<file path="src/hw/rtl/string_key_hash_table_defines.svh">
// assertion helpers for the string key hash table
`ifndef STRING_KEY_HASH_TABLE_DEFINES_SVH
`define STRING_KEY_HASH_TABLE_DEFINES_SVH

// same-cycle implication, disabled while in reset
`define SKHT_ASSERT_NOW(lbl, clk, rstn, ant, cons, msg) \
    lbl: assert property (@(posedge clk) disable iff (!rstn) (ant) |-> (cons)) \
        else $error(msg);

// next-cycle implication, disabled while in reset
`define SKHT_ASSERT_NEXT(lbl, clk, rstn, ant, cons, msg) \
    lbl: assert property (@(posedge clk) disable iff (!rstn) (ant) |=> (cons)) \
        else $error(msg);

`endif

</file>
<file path="src/hw/rtl/skht_ram.sv">
module skht_ram #(
    parameter int WIDTH = 8,
    parameter int DEPTH = 16
) (
    input  logic                     aclk,
    input  logic                     we,
    input  logic [$clog2(DEPTH)-1:0] waddr,
    input  logic [WIDTH-1:0]         wdata,
    input  logic [$clog2(DEPTH)-1:0] raddr,
    output logic [WIDTH-1:0]         rdata
);

    logic [WIDTH-1:0] mem_reg [DEPTH];
    logic [WIDTH-1:0] rdata_reg;

    // one write port, one registered read port
    always_ff @(posedge aclk) begin
        if (we) begin
            mem_reg[waddr] <= wdata;
        end
        rdata_reg <= mem_reg[raddr];
    end

    assign rdata = rdata_reg;

endmodule

</file>
<file path="config.mk">
export PLATFORM = sky130hd
export DESIGN_NAME = skht_ram
export DESIGN_NICKNAME = d
export VERILOG_FILES = /design/src/hw/rtl/string_key_hash_table_defines.svh /design/src/hw/rtl/skht_ram.sv
export SDC_FILE = /design/constraint.sdc
export NUM_CORES = 1
export LEC_CHECK = 0
export BUFFER_PORTS_ARGS = -buffer_cell sky130_fd_sc_hd__buf_2
export CAP_MARGIN = 20
export CORE_ASPECT_RATIO = 1.4
export CORE_UTILIZATION = 40
export CTS_CLUSTER_DIAMETER = 30
export DETAILED_ROUTE_END_ITERATION = 6
export SETUP_SLACK_MARGIN = 0.2
export SLEW_MARGIN = 10
export SYNTH_ARGS = -nofsm -noshare
export SYNTH_HDL_FRONTEND = slang
export SYNTH_SLANG_ARGS = --single-unit
</file>
<file path="constraint.sdc">
create_clock -name aclk -period 5.5 [get_ports aclk]
set_clock_uncertainty 0.15 [all_clocks]
set_input_delay 0.825 -clock aclk [delete_from_list [all_inputs] [get_ports aclk]]
set_output_delay 0.825 -clock aclk [all_outputs]
set_load 0.02 [all_outputs]
</file>
==> run_results.csv, run 1 <==
group,metric,value,unit
run_status,outcome,"finished, violations left",
run_status,violations,"design-rule violations",
detailed_routing,drc,2,
synth,ys_top_cells_by_area,"edfxtp_1 75%, mux4_2 7.9%, mux4_1 7.1%",
timing,rsz0062_at_grt,"no",
clock_tree,clock_latency,0.41,ns
detailed_routing,routedWlPerCell,23.48,um
synth,postSynthAreaPerCell,22.48,sq um
synth,ys.flop_type,"edfxtp_1",
timing,hold_viol,0,
timing,min_period_over_period,0.4293,
worst_setup_path,worstRegToRegCells,3,
synth,synth.top_cell.area_share,0.7467,
layout,regArea,4004,sq um
timing,slew_headroom,0.2941,
clock_tree,cts_sinks,136,
floorplanning,die-height,136.2,um
global_route,antenna_found_initial,0,
layout,largest_reg_flops,128,
global_route,grt_pass1_vias,2435,
placement,dp_hpwl,6273,um
synth,synth_nets,247,
clock_tree,hold_buffers,0,
detailed_routing,dr.pass1.iters,6,
synth,yosys.area.top_type,"edfxtp_1",
timing,min_period,2.361,ns
clock_tree,clk_pin_slew,0.06,ns
placement,gp_congestion,0.7345,
global_route,grt_util_all_layers,0.1634,
timing,setup_viol,0,
layout,fillers,971,
hold_path,min_path_type,"reg2reg",
layout,final_util,0.4835,
worst_setup_path,cp_data_arrival_time,2.50,ns
synth,yosysSeqAreaShare,0.7778,
worst_setup_path,cp-end-kind,"flop",
detailed_routing,drt_wl_total,10070,um
power_and_ir_drop,p_leak,2.010,nW
floorplanning,die_x,97.88,um
layout,antenna_cells,0,
power_and_ir_drop,powerDensity,395.7,nW/um^2
layout,drive_gt1_frac,0.2796,
worst_setup_path,crit_required,5.63,ns
timing,final_max_slew_viol_count,0,
clock_tree,cts_buffer_depth,2,
clock_tree,cts.htree.levels,4,
placement,pre_cts_ws,2.497,ns
timing,worst_slew_pin_slew,1.055,ns
synth,syn_area,5147,sq um
worst_setup_path,worst_setup_path_start_kind,"input pin",
power_and_ir_drop,ir_drop,0.1918,mV
floorplanning,num_io_pins,26,
layout,multi_input_area,1067,sq um
worst_setup_path,crit_type,"in2reg",
detailed_routing,drt-initial-drc-count,150,
timing,tns,0,ns
timing,setup_ws,3.139,ns
global_route,grt_max_degree,33,
clock_tree,cts_root_buffer,"clkbuf_16",
synth,synth-edff-count,128,
synth,netlist_instances,229,
clock_tree,cts-resized-gates,0,
global_route,grt_pass1_wl,15080,um
synth,synth_most_common_cell,"edfxtp_1",
placement,portBuffers,25,
detailed_routing,viasPerCell,5.541,
worst_setup_path,worst-path-max-fanout,17,
clock_tree,cts_setup_buffers,0,
job,maxCapViolations,0,
floorplanning,die-area,13330,sq um
floorplanning,start_util,0.4140,
synth,ys.warnings.count,0,
synth,synthArstFlopShare,0,
clock_tree,cts_tree,"built",
clock_tree,numCtsBuffers,17,
detailed_routing,postRouteAntennaNets,0,
floorplanning,rows,48,
synth,ys_ff_latch,136,
hold_path,hold_depth,3,
global_route,grt_overflow,0,
timing,max_freq,423.5,MHz
layout,nets,284,
synth,synth_cell_types,19,
floorplanning,core,12430,sq um
layout,area_delta_synth_final,16.77,%
synth,synth_common_cells,"128 x edfxtp_1, 18 x mux4_2, 16 x a22oi_1, 14 x mux4_1, 13 x nor2_1",
detailed_routing,vias,2377,
==> final timing paths <==
check,slack [ns],to,startpoint
max,3.14,rdata[4],raddr[0]
min,0.52,rdata[1],mem_reg[8][1]
min reg2reg,0.52,rdata[1],mem_reg[8][1]
max reg2reg,4.00,rdata[4],mem_reg[10][4]
==> where the power goes <==
group / internal (mW) / switching, mW / leakage, nW / total (mW)
Clock: 0.709 / 0.391 / 0.290 / 1.10
Combinational: 0.0436 / 0.0682 / 0.496 / 0.112
Sequential: 1.16 / 0.00725 / 1.22 / 1.17
==> cells by family after synthesis <==
family / share of synthesized area
multiplexers: 0.1502
AND/OR/NAND/NOR: 0.03184
buffers and inverters: 0.01677
AO/OA/AOI/OAI: 0.02334
flip-flops: 0.7778
==> layout make-up <==
class | count | area share
Tap cell | 150 | 0.03122
Sequential cell | 136 | 0.6661
Clock buffer | 23 | 0.08118
Timing Repair Buffer | 28 | 0.02789
Multi-Input combinational cell | 83 | 0.1776
Clock inverter | 9 | 0.01603
==> routing by layer <==
metal	global-route usage	wire (um)
met1	0.2017	4240
met2	0.2700	5118
met3	0.04113	390
met4	0.07912	324
met5	0	0
==> critical path: stages <==
cell     delay [ns]
buf_2          0.48
buf_16         0.25
mux4_1         0.56
a22oi_1        0.30
nand2_1        0.08
==> cells in the final DEF (no fill, tap or decap), types with 4 or more instances in the layout <==
| cell type | n |
|---|---|
| buf_2 | 25 |
| edfxtp_1 | 128 |
| nor2_1 | 13 |
| clkinv_2 | 5 |
| a22oi_1 | 16 |
| clkbuf_16 | 17 |
| clkbuf_8 | 4 |
| dfxtp_1 | 8 |
| mux4_1 | 14 |
| mux4_2 | 18 |
| nand2_1 | 9 |
==> through the flow <==
step | total power [mW] | instances | cell area [sq um] | hold slack, ns
after floorplan | 1.253 | 229 | 5147 | 0.4793
after global placement | 1.296 | 395 | 5391 | 0.5089
after detailed placement | 1.299 | 396 | 5399 | 0.5164
after CTS | 2.392 | 428 | 5983 | 0.5271
after global routing | 2.450 | 429 | 6011 | 0.5437
final | 2.379 | 429 | 6011 | 0.5234
No activity file was read; power rests on OpenSTA's default activity.
==> run 2: changes to the inputs <==
clock period = 2.03 ns   (was 5.5 ns; I/O delays follow)
==> run 2 against run 1 <==
The flow still finishes with violations (design-rule violations). Cell count up 4.2%. Critical path depth down 2. Power grew to 2.8 times the previous value. Non-clock buffer count is 18 higher. Clock power increased to 2.9 times the previous value. Sequential share of layout area shrank 1.9 points. First-iteration DRC count fell by 7.3%. Routed wire length is 1.6% lower. Count of clock-buffer cells in the layout decreased by 4. Final area rose by 2.9%. Sequential power grew to 2.7 times the previous value. Critical path type is now reg2reg. Largest power group unchanged. Highest routed layer unchanged.
==> run_results.csv, run 2 (same netlist as run 1, synthesis figures left out) <==
group,metric,value,unit
floorplanning,die-height,136.2,um
global_route,grt_max_degree,25,
worst_setup_path,slowest_delay,0.51,ns
timing,hold_viol,0,
placement,portBuffers,25,
clock_tree,clock_latency,0.41,ns
job,maxCapViolations,0,
worst_setup_path,worst-path-max-fanout,1,
power_and_ir_drop,power_frac_clock,0.475,
global_route,grt_pass1_wl,15220,um
detailed_routing,postRouteAntennaNets,0,
worst_setup_path,worst_setup_path_start_kind,"flop",
placement,gp_congestion,0.7137,
layout,multi_input_area,1062,sq um
clock_tree,hold_buffers,0,
layout,fillers,976,
power_and_ir_drop,swShare,0.1967,
run_status,violations,"design-rule violations",
timing,setup_viol,0,
clock_tree,cts_sinks,136,
clock_tree,cts_tree,"built",
worst_setup_path,slowest_stage,"mux4_1",
clock_tree,cts.htree.levels,4,
worst_setup_path,cp-end-kind,"flop",
timing,slew_headroom,0.7041,
detailed_routing,viasPerCell,5.329,
layout,antenna_cells,0,
clock_tree,clk_pin_slew,0.06,ns
timing,rsz0062_at_grt,"no",
layout,regArea,4004,sq um
run_status,outcome,"finished, violations left",
floorplanning,rows,48,
floorplanning,core,12430,sq um
clock_tree,cts_buffer_depth,2,
power_and_ir_drop,p_leak,2.110,nW
timing,hold_ws,0.1320,ns
timing,max_freq,622.0,MHz
global_route,grt_pass1_vias,2643,
global_route,grt_util_all_layers,0.1657,
worst_setup_path,cp_data_arrival_time,1.74,ns
detailed_routing,drt_wl_total,9909,um
floorplanning,die-area,13330,sq um
layout,area_delta_synth_final,20.17,%
power_and_ir_drop,powerDensity,1070,nW/um^2
timing,final_max_slew_viol_count,0,
layout,drive_gt1_frac,0.3199,
worst_setup_path,crit_type,"reg2reg",
timing,min_period_over_period,0.7920,
global_route,grt_overflow,0,
floorplanning,die_x,97.88,um
layout,nets,302,
floorplanning,num_io_pins,26,
worst_setup_path,crit_chain,"mux4_1 -> a22oi_1 -> nand2_1",
global_route,antenna_found_initial,0,
layout,layout_common_cells,"128 x edfxtp_1, 25 x buf_2, 18 x mux4_2, 18 x buf_4, 17 x clkbuf_16",
power_and_ir_drop,power_frac_comb,0.048,
timing,worst_slew_pin_slew,0.4439,ns
detailed_routing,dr.pass1.iters,6,
power_and_ir_drop,ir_drop,0.7503,mV
detailed_routing,routedWlPerCell,22.17,um
detailed_routing,drc,3,
clock_tree,cts_root_buffer,"clkbuf_16",
power_and_ir_drop,p_int,5.316,mW
power_and_ir_drop,p_sw,1.302,mW
detailed_routing,vias,2382,
layout,mostFrequentLayoutCell,"edfxtp_1",
layout,largest_reg_flops,128,
floorplanning,start_util,0.4140,
power_and_ir_drop,pwr-share-seq,0.477,
clock_tree,cts-resized-gates,0,
timing,tns,0,ns
timing,min_period,1.608,ns
clock_tree,cts_setup_buffers,0,
worst_setup_path,crit_required,2.16,ns
clock_tree,numCtsBuffers,17,
detailed_routing,drt-initial-drc-count,139,
placement,dp_hpwl,6310,um
hold_path,min_path_type,"in2reg",
[run 2: cell types whose count changed in the layout (fill, tap and decap cells not counted)]
cell,before,now
buf_12,0,3
buf_16,1,0
buf_4,2,18
bufinv_16,2,4
clkbuf_8,4,0
clkinv_2,5,3
clkinv_4,0,2
clkinvlp_4,1,3
nor3_1,2,3
nor3_2,2,1
[run 2: worst paths after layout]
check              endpoint            from  cells past startpoint  slack [ns]
max                rdata[1]   mem_reg[9][1]                      3        0.42
min          mem_reg[14][4]        wdata[4]                      1        0.13
max reg2reg        rdata[1]   mem_reg[9][1]                      3        0.42
min reg2reg        rdata[5]  mem_reg[14][5]                      3        0.51
[run 2: area by class of cell]
type                    count  area share
clock buffers              19     0.06998
repair buffers             46     0.05178
well taps                 150     0.03034
multi-input cells          83      0.1717
clock inverters            13     0.02892
flip-flops and latches    136      0.6472
[run 2: critical path, delay by kind of cell, from the launching register on]
family / cells / cell delay (ns)
simple gates: 1 / 0.08
compound gates: 1 / 0.39
mux: 1 / 0.51
flops: 1 / 0.34
[run 2: per-layer routing]
layer,routed length (um),GRT usage,vias up,share of wire
met1,4014,0.1941,1223,0.41
met2,5257,0.2790,65,0.53
met3,377,0.03856,14,0.038
met4,260,0.09848,0,0.026
met5,0,0,-,0
li1,-,-,1080,-
[run 2: metrics by stage]
| step | util | setup WS (ns) | cells | cell area [sq um] | power [mW] |
|---|---|---|---|---|---|
| after CTS | 0.4976 | 0.4315 | 447 | 6186 | 6.677 |
| after detailed placement | 0.4484 | 0.05395 | 415 | 5574 | 3.540 |
| after global placement | 0.4484 | 0.05039 | 415 | 5574 | 3.533 |
| after global routing | 0.4976 | 0.3807 | 447 | 6186 | 6.818 |
| after floorplan | - | 0.3094 | 229 | 5152 | 3.394 |
| final | 0.4976 | 0.4223 | 447 | 6186 | 6.618 |
[run 2: power groups by stage]
| stage | clock, mW | sequential [mW] | combinational [mW] |
|---|---|---|---|
| global route | 3.32 | 3.16 | 0.340 |
| detailed placement | 0 | 3.22 | 0.323 |
| CTS | 3.19 | 3.16 | 0.325 |
| floorplan | 0 | 3.23 | 0.160 |
| finish | 3.15 | 3.16 | 0.315 |
| global placement | 0 | 3.21 | 0.318 |
