==> src/hw/rtl/string_key_hash_table_defines.svh <==
// assertion helpers for the string key hash table
`ifndef STRING_KEY_HASH_TABLE_DEFINES_SVH
`define STRING_KEY_HASH_TABLE_DEFINES_SVH

// same-cycle implication, disabled while in reset
`define SKHT_ASSERT_NOW(lbl, clk, rstn, ant, cons, msg) \
    lbl: assert property (@(posedge clk) disable iff (!rstn) (ant) |-> (cons)) \
        else $error(msg);

// next-cycle implication, disabled while in reset
`define SKHT_ASSERT_NEXT(lbl, clk, rstn, ant, cons, msg) \
    lbl: assert property (@(posedge clk) disable iff (!rstn) (ant) |=> (cons)) \
        else $error(msg);

`endif

==> src/hw/rtl/skht_mod.sv <==
module skht_mod #(
    parameter int SLOTS = 1024
) (
    input  logic                     aclk,
    input  logic                     aresetn,
    input  logic                     start,
    input  logic [31:0]              dividend,
    output logic                     done,
    output logic [$clog2(SLOTS)-1:0] rem
);

    localparam int SW = $clog2(SLOTS);
    localparam int SH = 32 + SW;
    // reciprocal rounded up, exact for every 32-bit dividend
    localparam logic [32:0] RECIP = 33'(((65'd1 << SH) + 65'(SLOTS - 1)) / 65'(SLOTS));

    logic          stage1_reg;
    logic          stage2_reg;
    logic          done_reg;
    logic [31:0]   num_reg;
    logic [64:0]   prod_reg;
    logic [SW-1:0] rem_reg;
    logic [31:0]   quo;
    logic [31:0]   back;
    logic [31:0]   diff;

    // quotient from the reciprocal product, then multiply back and subtract
    assign quo  = 32'(prod_reg >> SH);
    assign back = 32'(quo * 32'(SLOTS));
    assign diff = num_reg - back;

    // three stages: capture, reciprocal multiply, remainder
    always_ff @(posedge aclk) begin
        if (!aresetn) begin
            stage1_reg <= 1'b0;
            stage2_reg <= 1'b0;
            done_reg   <= 1'b0;
        end else begin
            stage1_reg <= start;
            stage2_reg <= stage1_reg;
            done_reg   <= stage2_reg;
            if (start) begin
                num_reg <= dividend;
            end
            if (stage1_reg) begin
                prod_reg <= 65'(num_reg) * 65'(RECIP);
            end
            if (stage2_reg) begin
                rem_reg <= diff[SW-1:0];
            end
        end
    end

    assign done = done_reg;
    assign rem  = rem_reg;

endmodule

==> config.mk <==
export PLATFORM = sky130hd
export DESIGN_NAME = skht_mod
export DESIGN_NICKNAME = d
export VERILOG_FILES = /design/src/hw/rtl/string_key_hash_table_defines.svh /design/src/hw/rtl/skht_mod.sv
export SDC_FILE = /design/constraint.sdc
export NUM_CORES = 1
export LEC_CHECK = 0
export ABC_AREA = 1
export BUFFER_PORTS_ARGS = -buffer_cell sky130_fd_sc_hd__clkbuf_2
export CELL_PAD_IN_SITES_DETAIL_PLACEMENT = 0
export CELL_PAD_IN_SITES_GLOBAL_PLACEMENT = 1
export CORE_MARGIN = 10
export CORE_UTILIZATION = 27
export DETAILED_ROUTE_END_ITERATION = 16
export HOLD_SLACK_MARGIN = 0.12
export PLACE_DENSITY = 0.69
export SKIP_CTS_REPAIR_TIMING = 1
export SLEW_MARGIN = 10
export SYNTH_ARGS = -nofsm -noshare
export SYNTH_HDL_FRONTEND = slang
export SYNTH_SLANG_ARGS = --single-unit
==> constraint.sdc <==
create_clock -name aclk -period 0.9 [get_ports aclk]
set_input_delay 0.045 -clock aclk [delete_from_list [all_inputs] [get_ports aclk]]
set_output_delay 0.045 -clock aclk [all_outputs]
set_load 0.02 [all_outputs]
==> results of run 1 <==
==> worst max-delay path, stage by stage <==
cell and delay, ns:
clkbuf_2 0.08, dlygate4sd3_1 0.56, nand2_1 0.08, inv_2 0.08
buf_12 0.12
==> cell usage in the layout, fill, tap and decap left out, types with 2 or more instances in the layout <==
cell	count
edfxtp_1	20
clkbuf_2	13
dlygate4sd3_1	12
buf_6	8
inv_1	4
nand2_1	3
clkbuf_4	3
dfxtp_1	2
buf_2	2
buf_4	2
==> through the flow <==
step / util / std cells
2_1_floorplan: - / 31
3_3_place_gp: 0.3578 / 87
6_report: 0.4388 / 103
3_5_place_dp: 0.3578 / 87
4_1_cts: 0.3690 / 91
5_1_grt: 0.4388 / 103
==> kinds of logic after synthesis <==
kind of cell,count (synthesis),synth area share
buffers and inverters,5,0.02718
DFF,23,0.9565
and+or+nand+nor,3,0.01630
==> per-layer routing <==
layer	up-vias	part of all wire	global-route usage
met1	176	0.42	0.03740
met5	-	0	0
met3	2	0.074	0.03208
li1	194	-	-
met2	14	0.49	0.06487
met4	0	0.012	0.02581
==> worst max-delay path by stage <==
stage                          start     end  depth (start not counted)
final                        aresetn  rem[7]                          5
after global routing          rem[7]  rem[7]                          1
after CTS                     rem[0]  rem[0]                          1
after detailed placement  stage2_reg  rem[3]                          3
after global placement    stage2_reg  rem[8]                          3
after floorplan           stage2_reg  rem[0]                          2
==> power groups by stage <==
stage / logic [mW] / clock network, mW / registers [mW]
after floorplan: 0.0139 / 0 / 1.25
after global placement: 0.0749 / 0 / 1.24
after CTS: 0.0776 / 0.465 / 1.22
final: 0.125 / 0.445 / 1.22
after detailed placement: 0.0775 / 0 / 1.24
after global routing: 0.135 / 0.506 / 1.22
==> cell usage after synthesis (all sizes together) <==
cell type and count:
nand2 3, edfxtp 20, inv 5, dfxtp 3
==> layout make-up <==
type                    instances  area, sq um  area share
well taps                      30        37.54     0.03484
inverters                       5        18.77     0.01742
repair buffers                 38        320.3      0.2973
multi-input cells               3        11.26     0.01045
clock buffers                   3        22.52     0.02091
clock inverters                 1        5.005    0.004646
flip-flops and latches         23        661.9      0.6144
==> results.sh, run 1 <==
export IMPL_path_clk_slew_ns=0.12
export IMPL_cp_required_ns=0.93
export IMPL_syn_to_final_growth_pct=55.98
export IMPL_netlist_area_leader_share=0.8696
export IMPL_status="complete, but fails checks"
export IMPL_grt_use_total=0.04156
export IMPL_cts_buffer_depth=2
export IMPL_cp_end_kind="flop"
export IMPL_n_antenna_cell=0
export IMPL_root_buffer="clkbuf_4"
export IMPL_routed_wl_um=1153
export IMPL_path_class="in -> reg"
export IMPL_hold_start="start"
export IMPL_synth_cells=31
export IMPL_hold_ws_ns=0.2271
export IMPL_power_mw=1.790
export IMPL_syn_nets=66
export IMPL_critical_path_arrival_ns=0.97
export IMPL_dr_pass1_iters=2
export IMPL_ios=46
export IMPL_synthTopCellsByArea="edfxtp_1 87%, dfxtp_1 8.7%, inv_1 2.7%, nand2_1 1.6%"
export IMPL_fin_skew_ns=0.001649
export IMPL_drive_gt1_frac=0.4384
export IMPL_grt_pass1_vias=350
export IMPL_power_internal_mw=1.451
export IMPL_setup_viol=11
export IMPL_tns_ns=-0.3640
export IMPL_num_fill_cells=231
export IMPL_wl_per_cell_um=11.19
export IMPL_clock_latency_ns=0.29
export IMPL_start_util=0.2813
export IMPL_hold_viol=0
export IMPL_r2r_end="rem[7]"
export IMPL_die_y_um=70.58
export IMPL_cts_made_buffers=3
export IMPL_slew_limit_headroom=0.9167
export IMPL_place_congestion=0.6009
export IMPL_grt_pass1_wl_um=1607
export IMPL_placed_cell_area_sq_um=878.3
export IMPL_synth_avg_cell_area_sq_um=22.28
export IMPL_via_per_inst=3.748
export IMPL_period_needed_ns=0.9372
export IMPL_r2r_start="stage2_reg"
export IMPL_p_seq_frac=0.681
export IMPL_drc=0
export IMPL_rows=18
export IMPL_combPwrFrac=0.070
export IMPL_p_per_area_mw_per_mm2=1662
export IMPL_fmax_mhz=1067
export IMPL_antenna_found_initial=0
export IMPL_worst_slew_pin_transition_ns=0.1254
export IMPL_seq_area_frac_synth=0.9565
export IMPL_swShare=0.1893
export IMPL_finalInstanceArea_sq_mm=0.001077
export IMPL_io_buffer_count=23
export IMPL_crit_path_max_fanout=10
export IMPL_nNetsFinal=109
export IMPL_cts_sinks=23
export IMPL_grt_max_degree=14
export IMPL_violations="negative setup slack"
export IMPL_holdPathStages=4
export IMPL_yosysWarnings=0
export IMPL_rsz0062_at_grt="true"
export IMPL_tritoncts="built"
export IMPL_cp_start_kind="input port"
export IMPL_grt_overflow_total=0
export IMPL_leakage_nw=0.4516
export IMPL_postRouteAntennaNets=0
export IMPL_yosys_area_top_type="edfxtp_1"
export IMPL_dp_slack_ns=0.01154
export IMPL_yosysUniqueCellTypes=4
export IMPL_irDropWorstVdd_uv=989.4
export IMPL_pwr_share_clk=0.249
export IMPL_core_sq_mm=0.002455
export IMPL_first_iter_violations=5
export IMPL_num_vias=386
export IMPL_regToRegSetupSlack_ns=0.03
export IMPL_ys_seq_elements=23
export IMPL_htreeDepth=1
export IMPL_slew_violations=0
export IMPL_cap_violations=0
export IMPL_fin_crit_sh=1.041
export IMPL_rr_worst_depth=3
export IMPL_die_area_sq_mm=0.004981
export IMPL_dp_hpwl_um=864.7
export IMPL_syn_area_sq_um=690.7
export IMPL_switchingPower_mw=0.3389
export IMPL_min_path_type="in -> reg"
export IMPL_holdPathEnd="num_reg[4]"
export IMPL_setup_slack_ns=-0.03719
export IMPL_die_x_um=70.58
(Power assumes the default switching activity.)
==> run 2, diff against run 1 <==
--- a/config.mk
+++ b/config.mk
@@ -5,15 +5,16 @@
 export SDC_FILE = /design/constraint.sdc
 export NUM_CORES = 1
 export LEC_CHECK = 0
-export ABC_AREA = 1
 export BUFFER_PORTS_ARGS = -buffer_cell sky130_fd_sc_hd__clkbuf_2
 export CELL_PAD_IN_SITES_DETAIL_PLACEMENT = 0
 export CELL_PAD_IN_SITES_GLOBAL_PLACEMENT = 1
 export CORE_MARGIN = 10
-export CORE_UTILIZATION = 27
+export CORE_UTILIZATION = 28
+export CTS_BUF_LIST = sky130_fd_sc_hd__clkbuf_16
 export DETAILED_ROUTE_END_ITERATION = 16
 export HOLD_SLACK_MARGIN = 0.12
-export PLACE_DENSITY = 0.69
+export PLACE_DENSITY = 0.7
+export REMOVE_ABC_BUFFERS = 1
 export SKIP_CTS_REPAIR_TIMING = 1
 export SLEW_MARGIN = 10
 export SYNTH_ARGS = -nofsm -noshare
==> run 2 against run 1 <==
Net effect:
- the flow now finishes without violations
- sequential share of layout area down 0.50 points
- wire length rose by 6.0%
- critical endpoint is now rem[9]
- count of clock-buffer cells in the layout is the same
- die area down 2.4%
- via count down 1.3%
- largest power group unchanged
- clock power is 110% higher
==> results.sh, run 2 <==
export IMPL_io_buffer_count=23
export IMPL_slew_limit_headroom=0.9105
export IMPL_routed_wl_um=1222
export IMPL_num_vias=381
export IMPL_cp_required_ns=0.87
export IMPL_fin_skew_ns=0.003242
export IMPL_finalInstanceArea_sq_mm=0.001086
export IMPL_dr_pass1_iters=2
export IMPL_slew_violations=0
export IMPL_power_mw=2.269
export IMPL_crit_chain="and2_4 > buf_12"
export IMPL_cts_made_buffers=3
export IMPL_met2_wirelength_um=525
export IMPL_placed_cell_area_sq_um=882.1
export IMPL_dp_cells=81
export IMPL_fin_crit_sh=0.9533
export IMPL_top_layer="met4"
export IMPL_grt_max_degree=14
export IMPL_grt_pass1_vias=375
export IMPL_path_clk_slew_ns=0.06
export IMPL_synth_top_flop_cell="edfxtp_1"
export IMPL_irDropWorstVdd_uv=1235
export IMPL_syn_area_sq_um=691.9
export IMPL_worst_slew_pin_transition_ns=0.1348
export IMPL_die_x_um=69.71
export IMPL_wl_per_cell_um=12.60
export IMPL_htreeDepth=1
export IMPL_worst_path_buf_inv=1
export IMPL_cp_start_kind="flop"
export IMPL_synth_avg_cell_area_sq_um=24.71
export IMPL_path_class="reg -> reg"
export IMPL_hold_ws_ns=0.2805
export IMPL_p_per_area_mw_per_mm2=2089
export IMPL_grt_use_total=0.04805
export IMPL_start_util=0.3040
export IMPL_cpPeakStageDelay_ns=0.32
export IMPL_nNetsFinal=105
export IMPL_hold_viol=0
export IMPL_wl_met1_um=587
export IMPL_synth_commonest_cells="20 x edfxtp_1, 5 x and2_1, 3 x dfxtp_1"
export IMPL_first_iter_violations=1
export IMPL_cap_violations=0
export IMPL_antenna_found_initial=0
export IMPL_syn_to_final_growth_pct=56.96
export IMPL_synthTopCellsByArea="edfxtp_1 87%, dfxtp_1 8.7%, and2_1 4.5%"
export IMPL_layout_commonest_cell="clkbuf_2"
export IMPL_clock_latency_ns=0.25
export IMPL_ios=46
export IMPL_die_y_um=69.71
export IMPL_synth_edff_count=20
export IMPL_via_per_inst=3.928
export IMPL_yosysUniqueCellTypes=3
export IMPL_critical_path_arrival_ns=0.83
export IMPL_setup_slack_ns=0.04206
export IMPL_tritoncts="built"
export IMPL_netlist_area_leader_share=0.8680
export IMPL_min_path_type="in -> reg"
export IMPL_fin_util=0.4772
export IMPL_core_sq_mm=0.002276
export IMPL_layout_common_cells="23 x clkbuf_2, 20 x edfxtp_1, 12 x dlygate4sd3_1, 4 x and2_1, 3 x clkbuf_16"
export IMPL_tns_ns=0
export IMPL_seq_area_frac_synth=0.9548
export IMPL_critical_path_slowest_cell="dfxtp_2"
export IMPL_cp_end_kind="flop"
export IMPL_grt_pass1_wl_um=1821
export IMPL_synth_most_common_cell="edfxtp_1"
export IMPL_rsz0062_at_grt="false"
export IMPL_dp_slack_ns=0.004508
export IMPL_rows=17
export IMPL_ys_seq_elements=23
export IMPL_leakage_nw=0.4293
export IMPL_async_flop_share=0
export IMPL_cts_buffer_depth=2
export IMPL_period_needed_ns=0.8579
export IMPL_crit_path_max_fanout=10
export IMPL_drc=0
export IMPL_postRouteAntennaNets=0
export IMPL_yosysWarnings=0
export IMPL_crit_family="flip-flops"
export IMPL_root_buffer="clkbuf_16"
export IMPL_die_area_sq_mm=0.004859
export IMPL_n_antenna_cell=0
export IMPL_synth_cells=28
export IMPL_yosys_area_top_type="edfxtp_1"
export IMPL_grt_overflow_total=0
export IMPL_wl_met3_um=103
export IMPL_cts_sinks=23
export IMPL_status="complete, no violations"
export IMPL_place_congestion=0.6001
export IMPL_fmax_mhz=1166
export IMPL_finalNonFillerCells=97
export IMPL_drive_gt1_frac=0.4493
export IMPL_setup_viol=0
run 2: cell types whose count changed after synthesis:
cell / previous run / this run
inv_1: 5 / 0
nand2_1: 3 / 0
and2_1: 0 / 5
run 2: kinds of logic (layout without fill, tap and decap cells):
logic type	Yosys count	after routing	synth area share
buffers and inverters	0	41	0
flip-flops	23	23	0.9548
AND/OR/NAND/NOR	5	5	0.04521
run 2: where the power goes:
group / leakage [nW] / switching, mW / internal [mW]
clock: 0.0409 / 0.328 / 0.596
sequential: 0.210 / 0.0121 / 1.21
combinational: 0.179 / 0.0454 / 0.0756
total: 0.429 / 0.386 / 1.88
run 2: cell type report:
| cell class | instances | area (sq um) |
|---|---|---|
| tap | 28 | 35.03 |
| timing repair buffer | 37 | 275.3 |
| clock buffer | 3 | 75.07 |
| fill | 205 | 1190 |
| multi-input combinational | 5 | 33.78 |
| sequential | 23 | 661.9 |
| clock inverter | 1 | 5.005 |
run 2: worst paths after layout:
check / from / endpoint / slack, ns / cells after the start
worst max-delay path: stage2_reg / rem[9] / 0.04 / 2
worst min-delay path: aresetn / rem[4] / 0.28 / 3
worst max register to register: stage2_reg / rem[9] / 0.04 / 2
worst min register to register: num_reg[2] / rem[2] / 0.42 / 0
run 2: worst min-delay path, delay by kind of cell:
family	cells	cell delay [ns]
buf+inv	2	0.22
simple gates	1	0.14
run 2: layer usage:
| layer | track usage | vias up |
|---|---|---|
| met2 | 0.05847 | 20 |
| met1 | 0.06353 | 170 |
| met5 | 0 | - |
| li1 | - | 189 |
| met3 | 0.02710 | 2 |
| met4 | 0.02609 | 0 |
